<file path="config.mk">
export PLATFORM = sky130hd
export DESIGN_NAME = script_tokenizer_unit
export DESIGN_NICKNAME = d
export VERILOG_FILES = /design/src/hw/rtl/stu_pkg.sv /design/src/hw/rtl/script_tokenizer_unit.sv /design/src/hw/rtl/stu_core.sv /design/src/hw/rtl/stu_result_fifo.sv
export SDC_FILE = /design/constraint.sdc
export NUM_CORES = 1
export LEC_CHECK = 0
export BUFFER_PORTS_ARGS = -buffer_cell sky130_fd_sc_hd__buf_2
export CAP_MARGIN = 40
export CORE_AREA = 5 5 291 293
export CTS_BUF_LIST = sky130_fd_sc_hd__clkbuf_4 sky130_fd_sc_hd__clkbuf_8
export CTS_CLUSTER_SIZE = 8
export DETAILED_ROUTE_END_ITERATION = 12
export DIE_AREA = 0 0 296 298
export PLACE_DENSITY = 0.5
export SKIP_LAST_GASP = 1
export SYNTH_ARGS = -nofsm -noshare
export SYNTH_HDL_FRONTEND = slang
export SYNTH_HIERARCHICAL = 1
export SYNTH_SLANG_ARGS = --single-unit
</file>
<file path="constraint.sdc">
create_clock -name clk -period 14.3 [get_ports clk]
set_clock_uncertainty 0.15 [all_clocks]
set_input_delay 2.86 -clock clk [delete_from_list [all_inputs] [get_ports clk]]
set_output_delay 2.86 -clock clk [all_outputs]
set_load 0.05 [all_outputs]
</file>
<file path="src/hw/rtl/stu_pkg.sv">
package stu_pkg;

  localparam int MAX_LEXEME_DEF  = 4096;
  localparam int LINE_BITS_DEF   = 16;
  localparam int OFFSET_BITS_DEF = 24;

  localparam int RQ_DEPTH = 4;
  localparam int RQ_PTR_W = $clog2(RQ_DEPTH);

  localparam logic [4:0] KIND_END         = 5'd0;
  localparam logic [4:0] KIND_IDENT       = 5'd1;
  localparam logic [4:0] KIND_NUMBER      = 5'd2;
  localparam logic [4:0] KIND_STRING      = 5'd3;
  localparam logic [4:0] KIND_IF          = 5'd4;
  localparam logic [4:0] KIND_DO          = 5'd5;
  localparam logic [4:0] KIND_FOR         = 5'd6;
  localparam logic [4:0] KIND_KW_END      = 5'd7;
  localparam logic [4:0] KIND_ELSE        = 5'd8;
  localparam logic [4:0] KIND_WHILE       = 5'd9;
  localparam logic [4:0] KIND_COMMA       = 5'd10;
  localparam logic [4:0] KIND_LPAREN      = 5'd11;
  localparam logic [4:0] KIND_RPAREN      = 5'd12;
  localparam logic [4:0] KIND_SEMI        = 5'd13;
  localparam logic [4:0] KIND_PLUS        = 5'd14;
  localparam logic [4:0] KIND_MINUS       = 5'd15;
  localparam logic [4:0] KIND_STAR        = 5'd16;
  localparam logic [4:0] KIND_SLASH       = 5'd17;
  localparam logic [4:0] KIND_ASSIGN      = 5'd18;
  localparam logic [4:0] KIND_BANG        = 5'd19;
  localparam logic [4:0] KIND_PIPE        = 5'd20;
  localparam logic [4:0] KIND_LBRACE      = 5'd21;
  localparam logic [4:0] KIND_RBRACE      = 5'd22;
  localparam logic [4:0] KIND_LBRACKET    = 5'd23;
  localparam logic [4:0] KIND_RBRACKET    = 5'd24;
  localparam logic [4:0] KIND_ERROR       = 5'd25;
  localparam logic [4:0] KIND_PUNCT_FIRST = KIND_COMMA;
  localparam logic [4:0] KIND_PUNCT_LAST  = KIND_RBRACKET;

  typedef struct packed {
    logic [4:0]  kind;
    logic [11:0] len;
    logic [23:0] start;
    logic [15:0] line;
    logic [15:0] col;
    logic        last;
  } result_t;

  // results of one byte; vld1 only ever set together with vld0
  typedef struct packed {
    logic    vld0;
    logic    vld1;
    result_t res0;
    result_t res1;
  } push_t;

  function automatic logic is_digit(input logic [7:0] b);
    return b inside {["0":"9"]};
  endfunction

  function automatic logic is_word_byte(input logic [7:0] b);
    return b inside {["0":"9"], ["a":"z"], ["A":"Z"], "_", "."};
  endfunction

  function automatic logic is_eol(input logic [7:0] b);
    return b inside {8'h0A, 8'h0D};
  endfunction

  // KIND_END when the byte is not punctuation
  function automatic logic [4:0] punct_kind(input logic [7:0] b);
    logic [4:0] k;
    case (b)
      ",":     k = KIND_COMMA;
      "(":     k = KIND_LPAREN;
      ")":     k = KIND_RPAREN;
      ";":     k = KIND_SEMI;
      "+":     k = KIND_PLUS;
      "-":     k = KIND_MINUS;
      "*":     k = KIND_STAR;
      "/":     k = KIND_SLASH;
      "=":     k = KIND_ASSIGN;
      "!":     k = KIND_BANG;
      "|":     k = KIND_PIPE;
      "{":     k = KIND_LBRACE;
      "}":     k = KIND_RBRACE;
      "[":     k = KIND_LBRACKET;
      "]":     k = KIND_RBRACKET;
      default: k = KIND_END;
    endcase
    return k;
  endfunction

  // prefix holds the first word byte lowest, hence the reversed literals
  function automatic logic [4:0] keyword_kind(input logic [31:0] len, input logic [63:0] kw);
    logic [4:0] k;
    k = KIND_IDENT;
    if      (len == 32'd2 && kw == 64'("fi"))       k = KIND_IF;
    else if (len == 32'd2 && kw == 64'("od"))       k = KIND_DO;
    else if (len == 32'd3 && kw == 64'("rof"))      k = KIND_FOR;
    else if (len == 32'd3 && kw == 64'("dne"))      k = KIND_KW_END;
    else if (len == 32'd4 && kw == 64'("esle"))     k = KIND_ELSE;
    else if (len == 32'd5 && kw == 64'("elihw"))    k = KIND_WHILE;
    else if (len == 32'd5 && kw == 64'("kaerb"))    k = KIND_WHILE;
    else if (len == 32'd8 && kw == 64'("eunitnoc")) k = KIND_WHILE;
    return k;
  endfunction

endpackage

</file>
<file path="src/hw/rtl/script_tokenizer_unit.sv">
// Path: an accepted byte is registered at the input; its results enter the result queue.
// Throughput: one byte per cycle while the result queue has room for two results; a
// byte that yields two results (word end plus a punctuation or end token, string error
// plus end) fills the four-entry queue faster than the single-beat port drains it.
// Reset: rst_n low (synchronous) returns to the start of a text, line and column 1.
module script_tokenizer_unit #(
  parameter int MAX_LEXEME  = stu_pkg::MAX_LEXEME_DEF,
  parameter int LINE_BITS   = stu_pkg::LINE_BITS_DEF,
  parameter int OFFSET_BITS = stu_pkg::OFFSET_BITS_DEF
) (
  input  logic        clk,
  input  logic        rst_n,
  input  logic        in_valid,
  output logic        in_ready,
  input  logic [7:0]  in_src_byte,
  output logic        out_valid,
  input  logic        out_ready,
  output logic [4:0]  out_token_kind,
  output logic [11:0] out_lexeme_length,
  output logic [23:0] out_start_offset,
  output logic [15:0] out_line_number,
  output logic [15:0] out_column_number,
  output logic        out_last_of_run
);
  import stu_pkg::*;

  logic       in_vld_r;
  logic [7:0] in_byte_r;
  logic       take, room2, not_empty;
  push_t      push;
  result_t    head;

  assign take     = in_vld_r & room2;
  assign in_ready = !in_vld_r | take;

  always_ff @(posedge clk) begin
    if (!rst_n) begin
      in_vld_r <= 1'b0;
    end else if (in_ready) begin
      in_vld_r <= in_valid;
    end
  end

  always_ff @(posedge clk) begin
    if (in_valid && in_ready) in_byte_r <= in_src_byte;
  end

  stu_core #(
    .MAX_LEXEME  (MAX_LEXEME),
    .LINE_BITS   (LINE_BITS),
    .OFFSET_BITS (OFFSET_BITS)
  ) u_core (
    .clk      (clk),
    .rst_n    (rst_n),
    .take     (take),
    .src_byte (in_byte_r),
    .push     (push)
  );

  stu_result_fifo u_rq (
    .clk       (clk),
    .rst_n     (rst_n),
    .push      (push),
    .pop       (out_valid & out_ready),
    .head      (head),
    .not_empty (not_empty),
    .room2     (room2)
  );

  assign out_valid         = not_empty;
  assign out_token_kind    = head.kind;
  assign out_lexeme_length = head.len;
  assign out_start_offset  = head.start;
  assign out_line_number   = head.line;
  assign out_column_number = head.col;
  assign out_last_of_run   = head.last;

endmodule

</file>
<file path="src/hw/rtl/stu_core.sv">
module stu_core #(
  parameter int MAX_LEXEME  = stu_pkg::MAX_LEXEME_DEF,
  parameter int LINE_BITS   = stu_pkg::LINE_BITS_DEF,
  parameter int OFFSET_BITS = stu_pkg::OFFSET_BITS_DEF
) (
  input  logic          clk,
  input  logic          rst_n,
  input  logic          take,
  input  logic [7:0]    src_byte,
  output stu_pkg::push_t push
);
  import stu_pkg::*;

  localparam int LEN_W = $clog2(MAX_LEXEME);
  localparam logic [LEN_W-1:0]     LEN_LIMIT  = LEN_W'(MAX_LEXEME - 1);
  localparam logic [LINE_BITS-1:0] LINE_LIMIT = '1;

  typedef enum logic [4:0] {
    M_IDLE    = 5'b00001,
    M_WORD    = 5'b00010,
    M_STR     = 5'b00100,
    M_STR_ESC = 5'b01000,
    M_COMMENT = 5'b10000
  } mode_t;

  mode_t                  mode_r, mode_nxt;
  logic                   dq_r, dq_nxt;
  logic                   num_r, num_nxt;
  logic [63:0]            kw_r, kw_nxt;
  logic [LEN_W-1:0]       len_r, len_nxt;
  logic [OFFSET_BITS-1:0] start_r, start_nxt;
  logic [OFFSET_BITS-1:0] pos_r, pos_nxt;
  logic [LINE_BITS-1:0]   line_r, line_nxt;
  logic [15:0]            col_r, col_nxt;

  logic [LEN_W:0]         sum1, sum2;
  logic [LEN_W-1:0]       len_p1, len_p2, len_s, len_s_p1;
  logic [OFFSET_BITS-1:0] pos_upd;
  logic [LINE_BITS-1:0]   line_upd;
  logic [15:0]            col_upd, col_str;
  logic [31:0]            cu32, ls32, cdiff;
  logic                   eol, quote_b, match_q;
  logic [4:0]             pk;

  function automatic result_t mk(input logic [4:0] k, input logic [LEN_W-1:0] l,
                                 input logic [OFFSET_BITS-1:0] s,
                                 input logic [LINE_BITS-1:0] n, input logic [15:0] c);
    result_t     r;
    logic [31:0] lw, sw, nw;
    lw = 32'(l);
    sw = 32'(s);
    nw = 32'(n);
    r.kind  = k;
    r.len   = lw[11:0];
    r.start = sw[23:0];
    r.line  = nw[15:0];
    r.col   = c;
    r.last  = 1'b0;
    return r;
  endfunction

  assign sum1     = {1'b0, len_r} + (LEN_W+1)'(1);
  assign sum2     = {1'b0, len_r} + (LEN_W+1)'(2);
  assign len_p1   = (sum1 > {1'b0, LEN_LIMIT}) ? LEN_LIMIT : sum1[LEN_W-1:0];
  assign len_p2   = (sum2 > {1'b0, LEN_LIMIT}) ? LEN_LIMIT : sum2[LEN_W-1:0];
  // after a lone backslash the backslash itself counts as content
  assign len_s    = (mode_r == M_STR_ESC) ? len_p1 : len_r;
  assign len_s_p1 = (mode_r == M_STR_ESC) ? len_p2 : len_p1;

  assign eol      = is_eol(src_byte);
  assign quote_b  = (src_byte == "\"") || (src_byte == "'");
  assign match_q  = dq_r ? (src_byte == "\"") : (src_byte == "'");
  assign pk       = punct_kind(src_byte);

  assign pos_upd  = pos_r + OFFSET_BITS'(1);
  assign line_upd = (line_r == LINE_LIMIT) ? line_r : line_r + LINE_BITS'(1);
  assign col_upd  = eol ? 16'd1 : ((col_r == 16'hFFFF) ? col_r : col_r + 16'd1);

  assign cu32     = 32'(col_upd);
  assign ls32     = 32'(len_s);
  assign cdiff    = cu32 - ls32;
  assign col_str  = (cu32 > ls32) ? cdiff[15:0] : 16'd1;

  always_comb begin
    result_t r0, r1, ires;
    logic    v0, v1, iv, do_idle, restart;
    mode_nxt  = mode_r;
    dq_nxt    = dq_r;
    num_nxt   = num_r;
    kw_nxt    = kw_r;
    len_nxt   = len_r;
    start_nxt = start_r;
    pos_nxt   = pos_r;
    line_nxt  = line_r;
    col_nxt   = col_r;
    r0 = '0;
    r1 = '0;
    ires = '0;
    v0 = 1'b0;
    v1 = 1'b0;
    iv = 1'b0;
    do_idle = 1'b0;
    restart = 1'b0;

    case (mode_r)
      M_WORD: begin
        if (src_byte != 8'd0 && is_word_byte(src_byte)) begin
          if (len_r < LEN_W'(8)) kw_nxt[{len_r[2:0], 3'b000} +: 8] = src_byte;
          len_nxt = len_p1;
          if (!is_digit(src_byte) && src_byte != ".") num_nxt = 1'b0;
          pos_nxt = pos_upd;
          col_nxt = col_upd;
        end else begin
          v0 = 1'b1;
          r0 = mk(num_r ? KIND_NUMBER : keyword_kind(32'(len_r), kw_r),
                  len_r, start_r, line_r, eol ? 16'd1 : col_r);
          do_idle = 1'b1;
        end
      end
      M_STR, M_STR_ESC: begin
        mode_nxt = M_STR;
        if (mode_r == M_STR_ESC && quote_b) begin
          pos_nxt = pos_upd;
          col_nxt = col_upd;
          len_nxt = len_p2;
        end else begin
          len_nxt = len_s;
          if (src_byte == 8'd0) begin
            v0 = 1'b1;
            r0 = mk(KIND_ERROR, len_s, start_r, line_r, col_r);
            v1 = 1'b1;
            r1 = mk(KIND_END, '0, pos_r, line_r, col_r);
            restart = 1'b1;
          end else begin
            pos_nxt = pos_upd;
            col_nxt = col_upd;
            if (eol) begin
              v0 = 1'b1;
              r0 = mk(KIND_ERROR, len_s, start_r, line_r, 16'd1);
              mode_nxt = M_IDLE;
            end else if (src_byte == "\\") begin
              mode_nxt = M_STR_ESC;
            end else if (match_q) begin
              col_nxt = col_str;
              v0 = 1'b1;
              r0 = mk(KIND_STRING, len_s, start_r, line_r, col_str);
              mode_nxt = M_IDLE;
            end else begin
              len_nxt = len_s_p1;
            end
          end
        end
      end
      M_COMMENT: begin
        if (src_byte == 8'd0) begin
          v0 = 1'b1;
          r0 = mk(KIND_END, '0, pos_r, line_r, col_r);
          restart = 1'b1;
        end else begin
          pos_nxt = pos_upd;
          col_nxt = col_upd;
          if (eol) begin
            line_nxt = line_upd;
            mode_nxt = M_IDLE;
          end
        end
      end
      default: do_idle = 1'b1;
    endcase

    // between tokens; also reached by the byte that ends a word
    if (do_idle) begin
      mode_nxt = M_IDLE;
      if (src_byte == 8'd0) begin
        iv = 1'b1;
        ires = mk(KIND_END, '0, pos_r, line_r, col_r);
        restart = 1'b1;
      end else begin
        pos_nxt = pos_upd;
        col_nxt = col_upd;
        if (src_byte == " " || src_byte == 8'h09) begin
          mode_nxt = M_IDLE;
        end else if (eol) begin
          line_nxt = line_upd;
        end else if (src_byte == "#") begin
          mode_nxt = M_COMMENT;
        end else if (quote_b) begin
          mode_nxt  = M_STR;
          dq_nxt    = (src_byte == "\"");
          len_nxt   = '0;
          start_nxt = pos_r;
        end else if (pk != KIND_END) begin
          iv = 1'b1;
          ires = mk(pk, LEN_W'(1), pos_r, line_r, col_upd);
        end else begin
          mode_nxt  = M_WORD;
          len_nxt   = LEN_W'(1);
          start_nxt = pos_r;
          num_nxt   = is_digit(src_byte) || (src_byte == ".");
          kw_nxt    = 64'(src_byte);
        end
      end
      if (iv) begin
        if (v0) begin
          v1 = 1'b1;
          r1 = ires;
        end else begin
          v0 = 1'b1;
          r0 = ires;
        end
      end
    end

    // end token starts a fresh text
    if (restart) begin
      mode_nxt  = M_IDLE;
      dq_nxt    = 1'b0;
      num_nxt   = 1'b1;
      kw_nxt    = '0;
      len_nxt   = '0;
      start_nxt = '0;
      pos_nxt   = '0;
      line_nxt  = LINE_BITS'(1);
      col_nxt   = 16'd1;
    end

    if (v1) r1.last = 1'b1;
    else    r0.last = 1'b1;

    push.vld0 = take & v0;
    push.vld1 = take & v1;
    push.res0 = r0;
    push.res1 = r1;
  end

  always_ff @(posedge clk) begin
    if (!rst_n) begin
      mode_r  <= M_IDLE;
      dq_r    <= 1'b0;
      num_r   <= 1'b1;
      kw_r    <= '0;
      len_r   <= '0;
      start_r <= '0;
      pos_r   <= '0;
      line_r  <= LINE_BITS'(1);
      col_r   <= 16'd1;
    end else if (take) begin
      mode_r  <= mode_nxt;
      dq_r    <= dq_nxt;
      num_r   <= num_nxt;
      kw_r    <= kw_nxt;
      len_r   <= len_nxt;
      start_r <= start_nxt;
      pos_r   <= pos_nxt;
      line_r  <= line_nxt;
      col_r   <= col_nxt;
    end
  end

endmodule

</file>
<file path="src/hw/rtl/stu_result_fifo.sv">
module stu_result_fifo (
  input  logic             clk,
  input  logic             rst_n,
  input  stu_pkg::push_t   push,
  input  logic             pop,
  output stu_pkg::result_t head,
  output logic             not_empty,
  output logic             room2
);
  import stu_pkg::*;

  result_t             mem_r [RQ_DEPTH];
  logic [RQ_PTR_W-1:0] wr_r, wr_nxt, rd_r, rd_nxt, wr_p1;
  logic [RQ_PTR_W:0]   cnt_r, cnt_nxt;

  assign wr_p1     = wr_r + RQ_PTR_W'(1);
  assign wr_nxt    = wr_r + RQ_PTR_W'(push.vld0) + RQ_PTR_W'(push.vld1);
  assign rd_nxt    = rd_r + RQ_PTR_W'(pop);
  assign cnt_nxt   = cnt_r + (RQ_PTR_W+1)'(push.vld0) + (RQ_PTR_W+1)'(push.vld1)
                     - (RQ_PTR_W+1)'(pop);
  assign not_empty = (cnt_r != '0);
  assign room2     = (cnt_r <= (RQ_PTR_W+1)'(RQ_DEPTH - 2));
  assign head      = mem_r[rd_r];

  always_ff @(posedge clk) begin
    if (push.vld0) mem_r[wr_r]  <= push.res0;
    if (push.vld1) mem_r[wr_p1] <= push.res1;
  end

  always_ff @(posedge clk) begin
    if (!rst_n) begin
      wr_r  <= '0;
      rd_r  <= '0;
      cnt_r <= '0;
    end else begin
      wr_r  <= wr_nxt;
      rd_r  <= rd_nxt;
      cnt_r <= cnt_nxt;
    end
  end

endmodule

</file>
[Word-level counts from Yosys, hierarchy flattened]
Memories as Yosys holds them, arrays and structs flattened. A register that Yosys moved wholly into a read port is not among the register bits.
Index checks and enable logic that the tools add are counted.
Storage, ports and cells
  bits in read-only memories: 0
  bits in writable memories: 296
  register bits after elaboration: 179
  latch bits: 0
  output and inout bits: 76
  memories: 1
  logic and storage cells: 303
  input bits: 12
Memory list
  u_rq.mem_r: words 4, width 74, read ports 1, clocked after memory_dff 1, wr ports 2, line stu_result_fifo.sv:12  | result_t mem_r [RQ_DEPTH];
Operators by class
  magnitude comparators: 11
  shifts and indexed selects: 2
  reductions and logical operators: 34
  add/subtract/negate cells: 14
  mux-type cells: 170
  bitwise logic cells: 5
  div/mod/pow operators: 0
  multiply operators: 0
  equal/unequal tests: 52
Operators with widths (count)
  $mux 74: 19
  $mux 64: 11
  $mux 16: 23
  $mux 24: 14
  $pmux 74 s3: 1
  $mux 12: 18
  $eq 64x15->1 const B: 2
  $eq 64x23->1 const B: 2
  $eq 64x39->1 const B: 2
  $eq 8x6->1 const B: 15
  $mux 5: 21
  $pmux 5 s15: 1
  $pmux 24 s3: 1
  $mux 71: 1
  $bwmux 64: 1
  $eq 64x31->1 const B: 1
  $eq 64x63->1 const B: 1
  $shift 8x8->64 const A: 1
  $shiftx 8x8->64: 1
  $mux 57: 1
  $eq 8x7->1 const B: 7
  $mux 1: 48
  $pmux 16 s3: 1
  $add 16x1->16 const B: 2
  53 further kinds: 93

[Longest topological paths before layout]
  word-level depth: 18
  depth in mapped cells: 22
  gate-level depth less buffers: 20

[Hierarchy]
Netlist, hierarchy kept.
Modules (own cells, without submodules)
  stu_result_fifo: seq. area each 9028.7 µm², instances 1, cells an instance 756, area an instance 14650.3 µm²
  stu_core: seq. area each 3263.1 µm², instances 1, cells an instance 1803, area an instance 13281.5 µm²
  script_tokenizer_unit: seq. area each 260.2 µm², instances 1, cells an instance 15, area an instance 311.5 µm²

[Least setup slack after synthesis]
Ideal clock, no wire load.
  kind: reg2reg
  start point: register in_byte_r[6]
  end point: memory u_rq/mem_r[0][0] in the netlist's numbering, enable pin
  arrival: 7872 ps
  library setup time: 615 ps
  required time: 13535 ps
  cell stages (with the launch flop): 12
  clock period less this slack: 8637 ps
  slack: 5663 ps
  buffers on the path: 2
  path through: edfxtp_1 > buf_2 > or4b_1 > a2111oi_2 > nor4_2 > nand2_2 > buf_2 > a21oi_1 > o21ai_2 > and2_1 > inv_1 > o31ai_1
RTL lines
  start: declaration: line script_tokenizer_unit.sv:28  | logic [7:0] in_byte_r;
  start signal: assignment: line script_tokenizer_unit.sv:45  | if (in_valid && in_ready) in_byte_r <= in_src_byte;
  end: declaration: line stu_result_fifo.sv:12

==> metrics.yaml <==
switching_power_share_of_the_total_pct: 34.52
cts-resized-gates: 0
worst_setup_path_start_kind: "register"
cts_inserted_buffers: 88
report.final.hold_viol_count: 0
crit_path_max_fanout: 16
yosys_register_bits: 475
ys_warn_count: 6
post_dr_wirelength_cell_um: 25.69
comb_power_share_pct: 24.7
crit_path_end_kind: "register"
multi_input_logic_area_mm2: 0.01460
grt_first_pass_wirelength_um: 145200
setup_repair_after_global_routing_missed_its_margin: "false"
core_outline_area_mm2: 0.08158
route.detailed.vias_per_inst: 5.910
fmax_mhz: 141.7
antenna_violating_nets_post_route: 0
antenna_found_initial: 3
nFillCells: 7890
clk_root_buf: "clkbuf_8"
layout_common_cells: "edfxtp_1, mux2_2, nand2_1, nor2_1, dfxtp_1"
cap_viol_max_count: 0
internal_power_mw: 2.557
maxSlewHeadroom_pct: 36.31
crit_path_setup_slack_layout_ns: 7.244
timing_worst_slew_pin_value_ns: 0.9519
tritoncts: "built"
fin_nets: 2674
yosysSeqAreaShare_pct: 44.44
setup-violations-final: 0
synthToLayoutAreaGrowth_pct: 12.02
globalRouteTotalUtil_pct: 21.36
cts.path.max_buffers: 3
initial_core_utilization_pct: 34.62
clockPowerShare_pct: 35.5
postSynth.asyncResetShare_pct: 0
synth_area_per_cell_um2: 10.97
net-switching-power_mw: 1.348
global_route.overflow_total: 0
powerDensity_mw_per_mm2: 123.4
worstHoldPathType: "register to register"
place.gp.congestion: 0.9015
synth.top_cell.area_share_pct: 32.32
fp.dieArea_mm2: 0.08821
timing.final.crit_period_ns: 7.056
required_ns: 14.59
largest_net_degree_at_the_start_of_global_routing: 55
clkSlewWorstSetupHoldPaths_ns: 0.06
drt_first_pass_iters: 5
post_synth_main_area_contributors: "edfxtp_1, dfxtp_1, mux2_2"
die_width_um: 296
cts.htree.levels: 3
synth.largest_area_cell: "edfxtp_1"
first_global_vias: 22401
layout_commonest_cell: "edfxtp_1"
dpl.hpwl_um: 64500
buffer_ports.inserted: 87
synth_cell_types: 112
site_rows: 105
die_y_um: 298
ir_worst_vdd_v: 0.00008310
fraction_of_layout_instances_using_a_drive_strength_above_1_pct: 28.03
cts.sinks: 475
drc: 0
syn_inst: 2574
pin_count: 88
cts_hold_buffers: 0
min_period_over_period_pct: 49.34
setup_tns_ns: 0
total_wirelength_um: 96990
power.sequential.fraction_pct: 39.8
maxSlewViolCount: 0
finalCoreUtilization_pct: 38.78
regArea_mm2: 0.01256
postSynth.topFlopCell: "edfxtp_1"
cellLeakagePower_nw: 10.61
synthesis.area_mm2: 0.02824
r2r_setup_slack_ns: 7.24
cp_data_arrival_time_ns: 7.34
drt_iter0_markers: 2091
worstSkewPairLatency_ns: 0.71
run_status: "completed"
worstSetupPathType: "register to register"
post_cts_setup_driven_buffer_insertion_count: 0
vias_after_detailed_routing: 22311
whs_ns: 0.2998
synth_enable_flop_cells: 304
dpl_worst_slack_ns: 7.417
area by class of cell:
class                   count  share of cell area [%]
diodes                      1                0.007910
clock buffers             139                   5.177
clock inverters            24                  0.6723
inverters                  32                  0.3797
multi-input cells        1871                   46.14
flip-flops and latches    475                   39.70
well taps                1070                   4.232
repair buffers            163                   3.698
cells in the mapped netlist, types with 15 or more instances:
| cell type | n |
|---|---|
| nand4_1 | 46 |
| a22o_1 | 29 |
| a21oi_1 | 118 |
| buf_2 | 52 |
| xnor2_1 | 28 |
| dfxtp_1 | 171 |
| o2bb2ai_1 | 57 |
| o211ai_1 | 24 |
| a22oi_1 | 15 |
| nor3_1 | 52 |
| clkbuf_1 | 87 |
| edfxtp_1 | 304 |
| mux2_2 | 299 |
| o21ai_0 | 115 |
| and3_1 | 27 |
| nor2_1 | 177 |
| buf_4 | 44 |
| nor2b_1 | 46 |
| ha_1 | 27 |
| xor2_1 | 21 |
| nor4_1 | 36 |
| a211oi_1 | 15 |
| or3_1 | 22 |
| nand3_1 | 90 |
| mux4_2 | 74 |
| inv_1 | 29 |
| o21a_1 | 20 |
| and2_1 | 43 |
| nand2_1 | 174 |
flip-flops by register name, summed over array words and instances, names as in the netlist, 2 cells and up:
name            cells
u_rq/wr_r           2
u_core/len_r       12
u_rq/rd_r           2
u_core/pos_r       24
in_byte_r           8
u_core/start_r     24
u_core/kw_r        64
u_core/col_r       16
u_rq/mem_r        296
u_rq/cnt_r          3
u_core/line_r      16
u_core/mode_r       5
worst max-delay path, cell delays in order, from the launching register on:
cell,delay (ns)
dfxtp_1,0.70
clkinv_1,0.50
ha_1,0.65
nand4b_1,0.16
nor4_1,0.27
a2bb2oi_1,0.13
nor2_1,0.56
buf_4,0.30
nor2_1,0.07
nor2_1,0.12
o22ai_1,0.10
ha_1,0.36
nor2b_1,0.17
o31a_1,0.27
o32ai_1,0.44
o21ai_1,0.27
a211oi_4,0.38
nor2_1,0.30
a22oi_1,0.29
o221ai_1,0.24
mux2_2,0.34
stage by stage:
stage / cells / total power, mW / cell area (um^2)
6_report: 3775 / 3.904 / 31640
5_1_grt: 3775 / 4.075 / 31640
4_1_cts: 3774 / 3.957 / 31640
3_5_place_dp: 3611 / 2.548 / 29780
3_3_place_gp: 3586 / 2.531 / 29430
2_1_floorplan: 2584 / 2.269 / 28280
power by group through the flow:
stage / clock network (mW) / logic (mW) / registers [mW]
after floorplan: 0 / 0.752 / 1.52
after global placement: 0 / 0.949 / 1.58
after detailed placement: 0 / 0.964 / 1.58
after CTS: 1.43 / 0.967 / 1.56
after global routing: 1.49 / 1.02 / 1.56
final: 1.39 / 0.963 / 1.55
worst paths after layout:
path	start	end	cells after the start
setup reg to reg	u_core/len_r[0]	u_rq/mem_r[0][12]	20
hold / removal	u_core/start_r[23]	u_core/start_r[23]	2
setup / recovery	u_core/len_r[0]	u_rq/mem_r[0][12]	20
hold reg to reg	u_core/start_r[23]	u_core/start_r[23]	2
per-layer routing:
metal  global-route usage (%)  part of all wire (%)  wire, um  vias to the layer above
met2                    35.66                    48     46510                      872
met3                    3.821                   6.3      6082                      205
met1                    28.31                    43     41410                    11169
met4                    6.645                   3.1      2979                        2
met5                        0                0.0072         7                        -
li1                         -                     -         -                    10063
cells by family (layout without fill, tap and decap cells):
family / Yosys count / in the layout / share of synthesized area, %
AND/OR/NAND/NOR: 816 / 816 / 15.22
AO/OA/AOI/OAI: 576 / 576 / 14.66
flip-flops: 475 / 475 / 44.44
multiplexers: 388 / 388 / 18.40
buffers and inverters: 238 / 358 / 4.271
XOR/XNOR: 49 / 49 / 1.520
adder cells (fa/ha/maj): 31 / 31 / 1.480
other: 1 / 12 / 0.01328
Power figures use the tool's default switching activity.
